## src/design/cesd_pkg.sv

```systemverilog
// Shared types for the C string escape decoder.
// Holds the result-group struct passed from the decoder to the output serializer.
// No dependencies.
`default_nettype none

package cesd_pkg;

  // Most bytes one input beat can expand into (a four-byte UTF-8 sequence).
  localparam int unsigned MaxBeats = 4;
  localparam int unsigned BeatCntW = $clog2(MaxBeats + 1);

  // Results caused by one input beat, oldest byte in bytes[0].
  typedef struct packed {
    logic [BeatCntW-1:0]       nbeats;   // 0 means nothing to send
    logic [MaxBeats-1:0][7:0]  bytes;
    logic                      has_byte; // 0 only for the empty end-of-string beat
    logic                      done;     // group closes the string
    logic                      status;   // error seen in the string
  } res_grp_t;

endpackage

`default_nettype wire

```

## src/design/c_string_escape_decoder.sv

```systemverilog
// A byte accepted into the stage-1 register is decoded combinationally and its result
// group loaded into the serializer. Throughput: one input byte per cycle while each
// byte gives at most one result beat and out_tready is high; multi-byte UTF-8 stalls input.
// Reset: synchronous, active low; clears the parse state, the sticky error and both
// pipeline valids.
// Depends on cesd_pkg, cesd_decode and cesd_serializer.
`default_nettype none

module c_string_escape_decoder (
  input  wire logic       clk,
  input  wire logic       rst_n,
  input  wire logic       in_tvalid,
  output logic            in_tready,
  input  wire logic [7:0] in_tdata,   // [7:0] in_byte
  input  wire logic       in_tlast,   // is_last
  output logic            out_tvalid,
  input  wire logic       out_tready,
  output logic [7:0]      out_tdata,  // [7:0] out_byte
  output logic [1:0]      out_tuser,  // [0] byte_valid, [1] status
  output logic            out_tlast   // string_done
);

  logic               s1_valid_r;
  logic [7:0]         s1_byte_r;
  logic               s1_last_r;
  logic               s1_adv;
  logic               ser_ready;
  logic               ser_load;
  cesd_pkg::res_grp_t grp;

  // Bytes with no result retire without touching the serializer
  assign s1_adv    = s1_valid_r && ((grp.nbeats == '0) || ser_ready);
  assign ser_load  = s1_valid_r && (grp.nbeats != '0) && ser_ready;
  assign in_tready = !s1_valid_r || s1_adv;

  always_ff @(posedge clk) begin
    if (!rst_n) begin
      s1_valid_r <= 1'b0;
    end else if (in_tready) begin
      s1_valid_r <= in_tvalid;
    end
  end

  always_ff @(posedge clk) begin
    if (in_tvalid && in_tready) begin
      s1_byte_r <= in_tdata;
      s1_last_r <= in_tlast;
    end
  end

  cesd_decode u_decode (
    .clk    (clk),
    .rst_n  (rst_n),
    .byte_i (s1_byte_r),
    .last_i (s1_last_r),
    .step_i (s1_adv),
    .grp_o  (grp)
  );

  cesd_serializer u_serializer (
    .clk        (clk),
    .rst_n      (rst_n),
    .load_i     (ser_load),
    .grp_i      (grp),
    .ready_o    (ser_ready),
    .out_tvalid (out_tvalid),
    .out_tready (out_tready),
    .out_tdata  (out_tdata),
    .out_tuser  (out_tuser),
    .out_tlast  (out_tlast)
  );

endmodule

`default_nettype wire

```

## src/design/cesd_decode.sv

```systemverilog
// Escape parser: holds the parse state and turns one byte into a result group.
// Depends on cesd_pkg for res_grp_t.
`default_nettype none

module cesd_decode (
  input  wire logic              clk,
  input  wire logic              rst_n,
  input  wire logic [7:0]        byte_i,
  input  wire logic              last_i,
  input  wire logic              step_i,   // commit this byte, advance the state
  output cesd_pkg::res_grp_t     grp_o
);

  typedef enum logic [2:0] {
    MODE_IDLE,
    MODE_ESC,
    MODE_OCT,
    MODE_HEXA,
    MODE_HEXB,
    MODE_HEXC,
    MODE_UNI
  } mode_t;

  localparam logic [7:0] ChBsl = 8'h5C;

  mode_t       mode_r, mode_nxt;
  logic [31:0] acc_r, acc_nxt;
  logic [3:0]  cnt_r, cnt_nxt;
  logic        wide_r, wide_nxt;
  logic        err_r, err_nxt;

  logic        is_hex, is_oct;
  logic [3:0]  hv;
  logic        fail_s, pre_en, tail_en, tail_emit, utf_en;
  logic        status_s;
  logic [7:0]  pre_val;
  logic [8:0]  oct_sum;
  logic [3:0]  cnt_inc, need;
  logic [31:0] uacc;
  logic        bad_cp;
  logic        letter_hit;
  logic [7:0]  letter_val;
  logic [cesd_pkg::BeatCntW-1:0] nb;
  logic [cesd_pkg::MaxBeats-1:0][7:0] bytes;

  always_comb begin
    is_oct = (byte_i >= "0") && (byte_i <= "7");
    is_hex = ((byte_i >= "0") && (byte_i <= "9")) ||
             ((byte_i >= "a") && (byte_i <= "f")) ||
             ((byte_i >= "A") && (byte_i <= "F"));
    hv     = ((byte_i >= "0") && (byte_i <= "9")) ? byte_i[3:0] : byte_i[3:0] + 4'd9;
    oct_sum = {acc_r[5:0], byte_i[2:0]};
    cnt_inc = cnt_r + 4'd1;
    need    = wide_r ? 4'd8 : 4'd4;
    uacc    = {acc_r[27:0], hv};
    bad_cp  = ((uacc < 32'h0000_00A0) && (uacc != 32'h24) && (uacc != 32'h40) &&
               (uacc != 32'h60)) ||
              ((uacc >= 32'h0000_D800) && (uacc <= 32'h0000_DFFF)) ||
              (uacc > 32'h0010_FFFF);
  end

  // One-letter escapes
  always_comb begin
    letter_hit = 1'b1;
    unique case (byte_i)
      "?":     letter_val = 8'h3F;
      "'":     letter_val = 8'h27;
      "\"":    letter_val = 8'h22;
      ChBsl:   letter_val = 8'h5C;
      "a":     letter_val = 8'h07;
      "b":     letter_val = 8'h08;
      "f":     letter_val = 8'h0C;
      "n":     letter_val = 8'h0A;
      "r":     letter_val = 8'h0D;
      "t":     letter_val = 8'h09;
      "v":     letter_val = 8'h0B;
      default: begin
        letter_hit = 1'b0;
        letter_val = 8'h00;
      end
    endcase
  end

  always_comb begin
    mode_nxt  = mode_r;
    acc_nxt   = acc_r;
    cnt_nxt   = cnt_r;
    wide_nxt  = wide_r;
    err_nxt   = err_r;
    fail_s    = 1'b0;
    pre_en    = 1'b0;
    pre_val   = 8'h00;
    tail_en   = 1'b0;
    tail_emit = 1'b0;
    utf_en    = 1'b0;

    if (!err_r) begin
      unique case (mode_r)
        MODE_ESC: begin
          mode_nxt = MODE_IDLE;
          acc_nxt  = '0;
          cnt_nxt  = '0;
          wide_nxt = 1'b0;
          if (letter_hit) begin
            pre_en  = 1'b1;
            pre_val = letter_val;
          end else if (byte_i == "x") begin
            if (last_i) fail_s = 1'b1;
            else mode_nxt = MODE_HEXA;
          end else if ((byte_i == "u") || (byte_i == "U")) begin
            if (last_i) begin
              fail_s = 1'b1;
            end else begin
              mode_nxt = MODE_UNI;
              wide_nxt = (byte_i == "U");
            end
          end else if (is_oct) begin
            if (last_i) begin
              pre_en  = 1'b1;
              pre_val = {5'd0, byte_i[2:0]};
            end else begin
              mode_nxt = MODE_OCT;
              acc_nxt  = {29'd0, byte_i[2:0]};
              cnt_nxt  = 4'd1;
            end
          end else begin
            fail_s = 1'b1;
          end
        end
        MODE_OCT: begin
          if (is_oct) begin
            if (cnt_inc >= 4'd3) begin
              if (oct_sum[8]) begin
                fail_s = 1'b1;
              end else begin
                pre_en   = 1'b1;
                pre_val  = oct_sum[7:0];
                mode_nxt = MODE_IDLE;
                acc_nxt  = '0;
                cnt_nxt  = '0;
              end
            end else if (last_i) begin
              pre_en   = 1'b1;
              pre_val  = oct_sum[7:0];
              mode_nxt = MODE_IDLE;
              acc_nxt  = '0;
              cnt_nxt  = '0;
            end else begin
              acc_nxt = {23'd0, oct_sum};
              cnt_nxt = cnt_inc;
            end
          end else begin
            pre_en   = 1'b1;
            pre_val  = acc_r[7:0];
            mode_nxt = MODE_IDLE;
            acc_nxt  = '0;
            cnt_nxt  = '0;
            tail_en  = 1'b1;
          end
        end
        MODE_HEXA: begin
          if (!is_hex) begin
            fail_s = 1'b1;
          end else if (last_i) begin
            pre_en   = 1'b1;
            pre_val  = {4'd0, hv};
            mode_nxt = MODE_IDLE;
          end else begin
            acc_nxt  = {28'd0, hv};
            cnt_nxt  = 4'd1;
            mode_nxt = MODE_HEXB;
          end
        end
        MODE_HEXB: begin
          if (is_hex) begin
            if (last_i) begin
              pre_en   = 1'b1;
              pre_val  = {acc_r[3:0], hv};
              mode_nxt = MODE_IDLE;
            end else begin
              acc_nxt  = {24'd0, acc_r[3:0], hv};
              cnt_nxt  = 4'd2;
              mode_nxt = MODE_HEXC;
            end
          end else begin
            pre_en   = 1'b1;
            pre_val  = acc_r[7:0];
            mode_nxt = MODE_IDLE;
            acc_nxt  = '0;
            cnt_nxt  = '0;
            tail_en  = 1'b1;
          end
        end
        MODE_HEXC: begin
          if (is_hex) begin
            fail_s = 1'b1;
          end else begin
            pre_en   = 1'b1;
            pre_val  = acc_r[7:0];
            mode_nxt = MODE_IDLE;
            acc_nxt  = '0;
            cnt_nxt  = '0;
            tail_en  = 1'b1;
          end
        end
        MODE_UNI: begin
          if (!is_hex) begin
            fail_s = 1'b1;
          end else if (cnt_inc < need) begin
            if (last_i) begin
              fail_s = 1'b1;
            end else begin
              acc_nxt = uacc;
              cnt_nxt = cnt_inc;
            end
          end else if (bad_cp) begin
            fail_s = 1'b1;
          end else begin
            utf_en   = 1'b1;
            mode_nxt = MODE_IDLE;
            acc_nxt  = '0;
            cnt_nxt  = '0;
            wide_nxt = 1'b0;
          end
        end
        default: begin
          mode_nxt = MODE_IDLE;
          acc_nxt  = '0;
          cnt_nxt  = '0;
          wide_nxt = 1'b0;
          tail_en  = 1'b1;
        end
      endcase

      // Delimiting or plain byte: a backslash opens an escape unless it ends the string
      if (tail_en) begin
        if ((byte_i == ChBsl) && !last_i) mode_nxt = MODE_ESC;
        else tail_emit = 1'b1;
      end

      if (fail_s) begin
        mode_nxt = MODE_IDLE;
        acc_nxt  = '0;
        cnt_nxt  = '0;
        wide_nxt = 1'b0;
        err_nxt  = 1'b1;
      end
    end

    status_s = last_i & err_nxt;

    if (last_i) begin
      mode_nxt = MODE_IDLE;
      acc_nxt  = '0;
      cnt_nxt  = '0;
      wide_nxt = 1'b0;
      err_nxt  = 1'b0;
    end
  end

  // Assemble the result bytes
  always_comb begin
    bytes = '0;
    nb    = '0;
    if (utf_en) begin
      if (uacc[20:0] < 21'h80) begin
        nb       = 3'd1;
        bytes[0] = {1'b0, uacc[6:0]};
      end else if (uacc[20:0] < 21'h800) begin
        nb       = 3'd2;
        bytes[0] = {3'b110, uacc[10:6]};
        bytes[1] = {2'b10, uacc[5:0]};
      end else if (uacc[20:0] < 21'h10000) begin
        nb       = 3'd3;
        bytes[0] = {4'b1110, uacc[15:12]};
        bytes[1] = {2'b10, uacc[11:6]};
        bytes[2] = {2'b10, uacc[5:0]};
      end else begin
        nb       = 3'd4;
        bytes[0] = {5'b11110, uacc[20:18]};
        bytes[1] = {2'b10, uacc[17:12]};
        bytes[2] = {2'b10, uacc[11:6]};
        bytes[3] = {2'b10, uacc[5:0]};
      end
    end else begin
      nb       = cesd_pkg::BeatCntW'({1'b0, pre_en} + {1'b0, tail_emit});
      bytes[0] = pre_en ? pre_val : (tail_emit ? byte_i : 8'h00);
      bytes[1] = byte_i;
    end

    grp_o.status   = status_s;
    grp_o.done     = last_i;
    grp_o.has_byte = (nb != '0);
    grp_o.bytes    = bytes;
    // Nothing decoded on the last byte: still close the string with one empty beat
    if (last_i && (nb == '0)) grp_o.nbeats = cesd_pkg::BeatCntW'(1);
    else grp_o.nbeats = nb;
  end

  always_ff @(posedge clk) begin
    if (!rst_n) begin
      mode_r <= MODE_IDLE;
      acc_r  <= '0;
      cnt_r  <= '0;
      wide_r <= 1'b0;
      err_r  <= 1'b0;
    end else if (step_i) begin
      mode_r <= mode_nxt;
      acc_r  <= acc_nxt;
      cnt_r  <= cnt_nxt;
      wide_r <= wide_nxt;
      err_r  <= err_nxt;
    end
  end

endmodule

`default_nettype wire

```

## src/design/cesd_serializer.sv

```systemverilog
// Result register and serializer: sends a result group out one beat at a time.
// Depends on cesd_pkg for res_grp_t.
`default_nettype none

module cesd_serializer (
  input  wire logic               clk,
  input  wire logic               rst_n,
  input  wire logic               load_i,
  input  cesd_pkg::res_grp_t      grp_i,
  output logic                    ready_o,
  output logic                    out_tvalid,
  input  wire logic               out_tready,
  output logic [7:0]              out_tdata,  // [7:0] out_byte
  output logic [1:0]              out_tuser,  // [0] byte_valid, [1] status
  output logic                    out_tlast   // string_done
);

  logic [cesd_pkg::BeatCntW-1:0]      rem_r;
  logic [cesd_pkg::MaxBeats-1:0][7:0] bytes_r;
  logic                               has_byte_r;
  logic                               done_r;
  logic                               status_r;
  logic                               final_beat;

  assign final_beat = (rem_r == cesd_pkg::BeatCntW'(1));
  assign out_tvalid = (rem_r != '0);
  assign ready_o    = (rem_r == '0) || (out_tready && final_beat);
  assign out_tdata  = bytes_r[0];
  assign out_tlast  = done_r && final_beat;
  assign out_tuser  = {status_r && final_beat, has_byte_r};

  always_ff @(posedge clk) begin
    if (!rst_n) begin
      rem_r <= '0;
    end else if (load_i) begin
      rem_r <= grp_i.nbeats;
    end else if (out_tvalid && out_tready) begin
      rem_r <= rem_r - cesd_pkg::BeatCntW'(1);
    end
  end

  always_ff @(posedge clk) begin
    if (load_i) begin
      bytes_r    <= grp_i.bytes;
      has_byte_r <= grp_i.has_byte;
      done_r     <= grp_i.done;
      status_r   <= grp_i.status;
    end else if (out_tvalid && out_tready) begin
      // advance to the next byte of the group
      bytes_r <= bytes_r >> 8;
    end
  end

endmodule

`default_nettype wire

```

## config.mk

```make
export PLATFORM = sky130hd
export DESIGN_NAME = c_string_escape_decoder
export DESIGN_NICKNAME = d
export VERILOG_FILES = /design/src/design/cesd_pkg.sv /design/src/design/c_string_escape_decoder.sv /design/src/design/cesd_decode.sv /design/src/design/cesd_serializer.sv
export SDC_FILE = /design/constraint.sdc
export NUM_CORES = 1
export LEC_CHECK = 0
export BUFFER_PORTS_ARGS = -buffer_cell sky130_fd_sc_hd__buf_2
export CAP_MARGIN = 15
export CORE_AREA = 5 5 113 115
export DETAILED_ROUTE_END_ITERATION = 8
export DIE_AREA = 0 0 118 120
export PLACE_DENSITY = 0.7
export SLEW_MARGIN = 10
export SYNTH_ARGS = -nofsm -noshare
export SYNTH_HDL_FRONTEND = slang
export SYNTH_SLANG_ARGS = --single-unit
```

## constraint.sdc

```tcl
create_clock -name clk -period 6.32 [get_ports clk]
set_input_delay 0.316 -clock clk [delete_from_list [all_inputs] [get_ports clk]]
set_output_delay 0.316 -clock clk [all_outputs]
set_load 0.01 [all_outputs]
```

==> impl_metrics.py <==
metrics = {
    "min_path": {
        "hold_path_class": "input pin to register",
        "min_path_cells": 1,
        "worstHoldStart": "in_tdata[6]",
        "holdPathEnd": "s1_byte_r[6]",
    },
    "sta": {
        "rsz0062_at_grt": "false",
        "clock.fmax_mhz": 180,
        "slew_headroom_pct": 28.9,
        "period_share_pct": 87.7,
        "finalHoldViolations": 0,
        "fin_ws_ps": 780,
        "tns_ps": 0,
        "setup_viol": 0,
        "min_period_ps": 5540,
        "slew_violations": 0,
        "worstMarginPinSlew_ps": 1060,
        "finClkSkew_ps": 8.32,
    },
    "synth": {
        "yosysTopAreaCell": "edfxtp_1",
        "yosys_warnings": 0,
        "ys_async_sr_fraction_pct": 0,
        "synth-edff-count": 42,
        "synth_top_cell_area_share_pct": 22.3,
        "ys_top_cells_by_area": "edfxtp_1 (22%), dfxtp_1 (15%), nand2_1 (5.0%)",
        "synthesis.nets": 682,
        "synthFlopType": "edfxtp_1",
        "ys_types": 90,
        "syn_inst": 657,
        "syn_area_um2": 5650,
        "ys_seq_area_share_pct": 36.9,
        "synth_seq_cells": 83,
        "avgSynthCellArea_um2": 8.60,
    },
    "final_layout": {
        "stdcell_count": 789,
        "regArea_um2": 2080,
        "finalInstanceArea_um2": 6000,
        "num-fill-cells": 1126,
        "diodes": 0,
        "drive_gt1_share_pct": 11.5,
        "multi_input_area_um2": 3230,
        "area_delta_synth_final_pct": 6.14,
        "finalNetCount": 662,
        "fin_util_pct": 51.2,
    },
    "worst_setup_path": {
        "cp_data_arrival_time_ps": 5830,
        "critPathRequiredTime_ps": 6610,
        "path_delay_family": "simple AND/OR/NAND/NOR gates",
        "crit_path_cell_trace": "inv_1 -> ha_1 -> o21bai_1 -> a21oi_2 -> nor3_2 -> o211ai_1 -> o41a_1 -> ha_1 -> nor3_1 -> nand2_1 -> or2_0 -> o221ai_2 -> and2_1 -> buf_4 -> and3_1 -> a22o_1",
        "critPathBufInv": 2,
        "timing.rr.start": "s1_byte_r[1]",
        "end_kind": "register",
        "cp_slowest_cell": "nor3_2",
        "cp_common_cell": "ha_1",
        "regToRegSetupSlack_ps": 780,
        "crit_type": "register to register",
        "path_max_fanout": 23,
        "r2r_end": "u_decode.acc_r[8]",
        "start_kind": "register",
        "reg2reg_depth": 16,
        "slowest_delay_ps": 800,
    },
    "route": {
        "drtPass1Iterations": 5,
        "wl_um": 16900,
        "post_drt_wl_per_cell_um": 21.5,
        "via_per_inst": 6.59,
        "dr.first_iter.drc_count": 545,
        "num_vias": 5199,
        "drc": 0,
        "ant_nets": 0,
    },
    "clock_tree": {
        "numCtsBuffers": 9,
        "htree_levels": 3,
        "clk_latency_ps": 350,
        "cts_tree": "done",
        "numClockSinks": 83,
        "cts-root-buf": "clkbuf_16",
        "cts_setup_buffers": 0,
        "clock_path_buffers": 2,
        "cts.hold.buffers_added": 0,
        "path_clk_slew_ps": 60,
        "ctsResizeCount": 0,
    },
    "power": {
        "ir_drop_uv": 178,
        "p_leak_uw": 0.00221,
        "p_int_uw": 1170,
        "sw_frac_of_total_pct": 34.6,
        "power_switching_uw": 622,
        "p_clk_share_pct": 27.3,
        "power_frac_seq_pct": 45.2,
        "power_frac_comb_pct": 27.4,
        "p_per_area_nw_per_um2": 299,
    },
    "global_routing": {
        "grt-ovfl-total": 0,
        "grt_max_degree": 36,
        "first_global_vias": 4979,
        "track_usage_pct": 23.9,
        "grt_pass1_wl_um": 27100,
        "antenna_found_initial": 0,
    },
    "floorplanning": {
        "ioPinCount": 26,
        "die_h_um": 120,
        "initial_utilization_pct": 48.2,
        "fp.dieW_um": 118,
        "die-area_um2": 14200,
        "core_um2": 11700,
        "num_rows": 40,
    },
    "flow_run": {
        "cap_violations": 0,
    },
    "place": {
        "post-dp-hpwl_um": 12100,
        "pre_cts_slack_ps": 982,
        "placed_area_um2": 5710,
        "place.gp.congestion": 0.998,
        "portBuffers": 25,
        "place_inst": 773,
    },
    "outcome": {
        "status": "completed",
    },
}
final cells by class:
cell class / instances / share of cell area (%)
Multi-Input combinational cell: 496 / 53.9
Sequential cell: 83 / 34.7
Clock buffer: 9 / 3.76
Tap cell: 147 / 3.07
Timing Repair Buffer: 29 / 2.59
Inverter: 18 / 1.13
Clock inverter: 7 / 0.856
cells in the final DEF, fill, tap and decap left out, drive strengths merged, types with 19 or more instances in the layout:
cell    count
a21boi     20
nand2      76
inv        20
nor2       44
nand3      29
dfxtp      41
a22o       21
o21ai      38
buf        29
a21oi      32
nor3       19
edfxtp     42
through the flow:
step                      hold slack, ps  power, µW
after CTS                            132       1800
after global placement               452       1290
final                                144       1790
after global routing                 137       1890
after floorplan                      415       1170
after detailed placement             459       1310
state kept, by name, summed over array words and instances (netlist names):
register / cells
u_serializer.has_byte_r: 1
u_decode.cnt_r: 4
u_serializer.out_tdata: 8
u_serializer.rem_r: 3
u_decode.wide_r: 1
u_decode.mode_r: 3
u_serializer.bytes_r: 22
s1_byte_r: 8
u_serializer.status_r: 1
s1_valid_r: 1
s1_last_r: 1
u_decode.acc_r: 28
u_serializer.done_r: 1
u_decode.err_r: 1
power by group through the flow:
stage                     Sequential, µW  Combinational (µW)  Clock [µW]
after floorplan                      767                 404           0
after global placement               814                 479           0
after detailed placement             820                 488           0
after CTS                            811                 491         498
after global routing                 823                 541         529
final                                812                 492         491
routing by layer:
layer	vias to the layer above	GRT usage [%]	part of all wire [%]
met5	-	0	0
met4	0	11.8	3.6
met3	45	4.10	7.6
met2	251	37.5	46
met1	2484	31.8	43
li1	2419	-	-
cells in the mapped netlist (all sizes together), types with 9 or more instances:
master,count
nand2,76
ha,12
o21ai,38
clkbuf,35
edfxtp,42
a21boi,20
and2,12
and3,11
a22o,21
nor2b,10
nand3,29
buf,25
inv,17
a21oi,32
o211ai,9
nor2,44
nor3,19
nor4,10
dfxtp,41
worst max-delay path by stage:
| stage | startpoint | to | slack [ps] | depth (start not counted) |
|---|---|---|---|---|
| after floorplan | s1_byte_r[0] | u_serializer.rem_r[1] | 1030 | 13 |
| after global placement | s1_byte_r[1] | u_decode.acc_r[3] | 1160 | 15 |
| after detailed placement | s1_byte_r[0] | u_decode.acc_r[8] | 980 | 15 |
| after CTS | s1_byte_r[0] | u_decode.acc_r[8] | 940 | 15 |
| after global routing | s1_byte_r[0] | u_decode.acc_r[8] | 340 | 16 |
| final | s1_byte_r[1] | u_decode.acc_r[8] | 780 | 16 |
cells by family (layout without fill, tap and decap cells):
group	count (synthesis)	after routing	share of synthesized area, %
and+or+nand+nor	264	264	25.0
AOI/OAI and AO/OA	206	206	26.6
DFF	83	83	36.9
buffers and inverters	78	63	6.36
adders and majority gates	12	12	2.66
muxes	10	10	1.90
xor gates and xnor gates	4	4	0.620
Note: power is estimated with default switching activity, not from simulation.
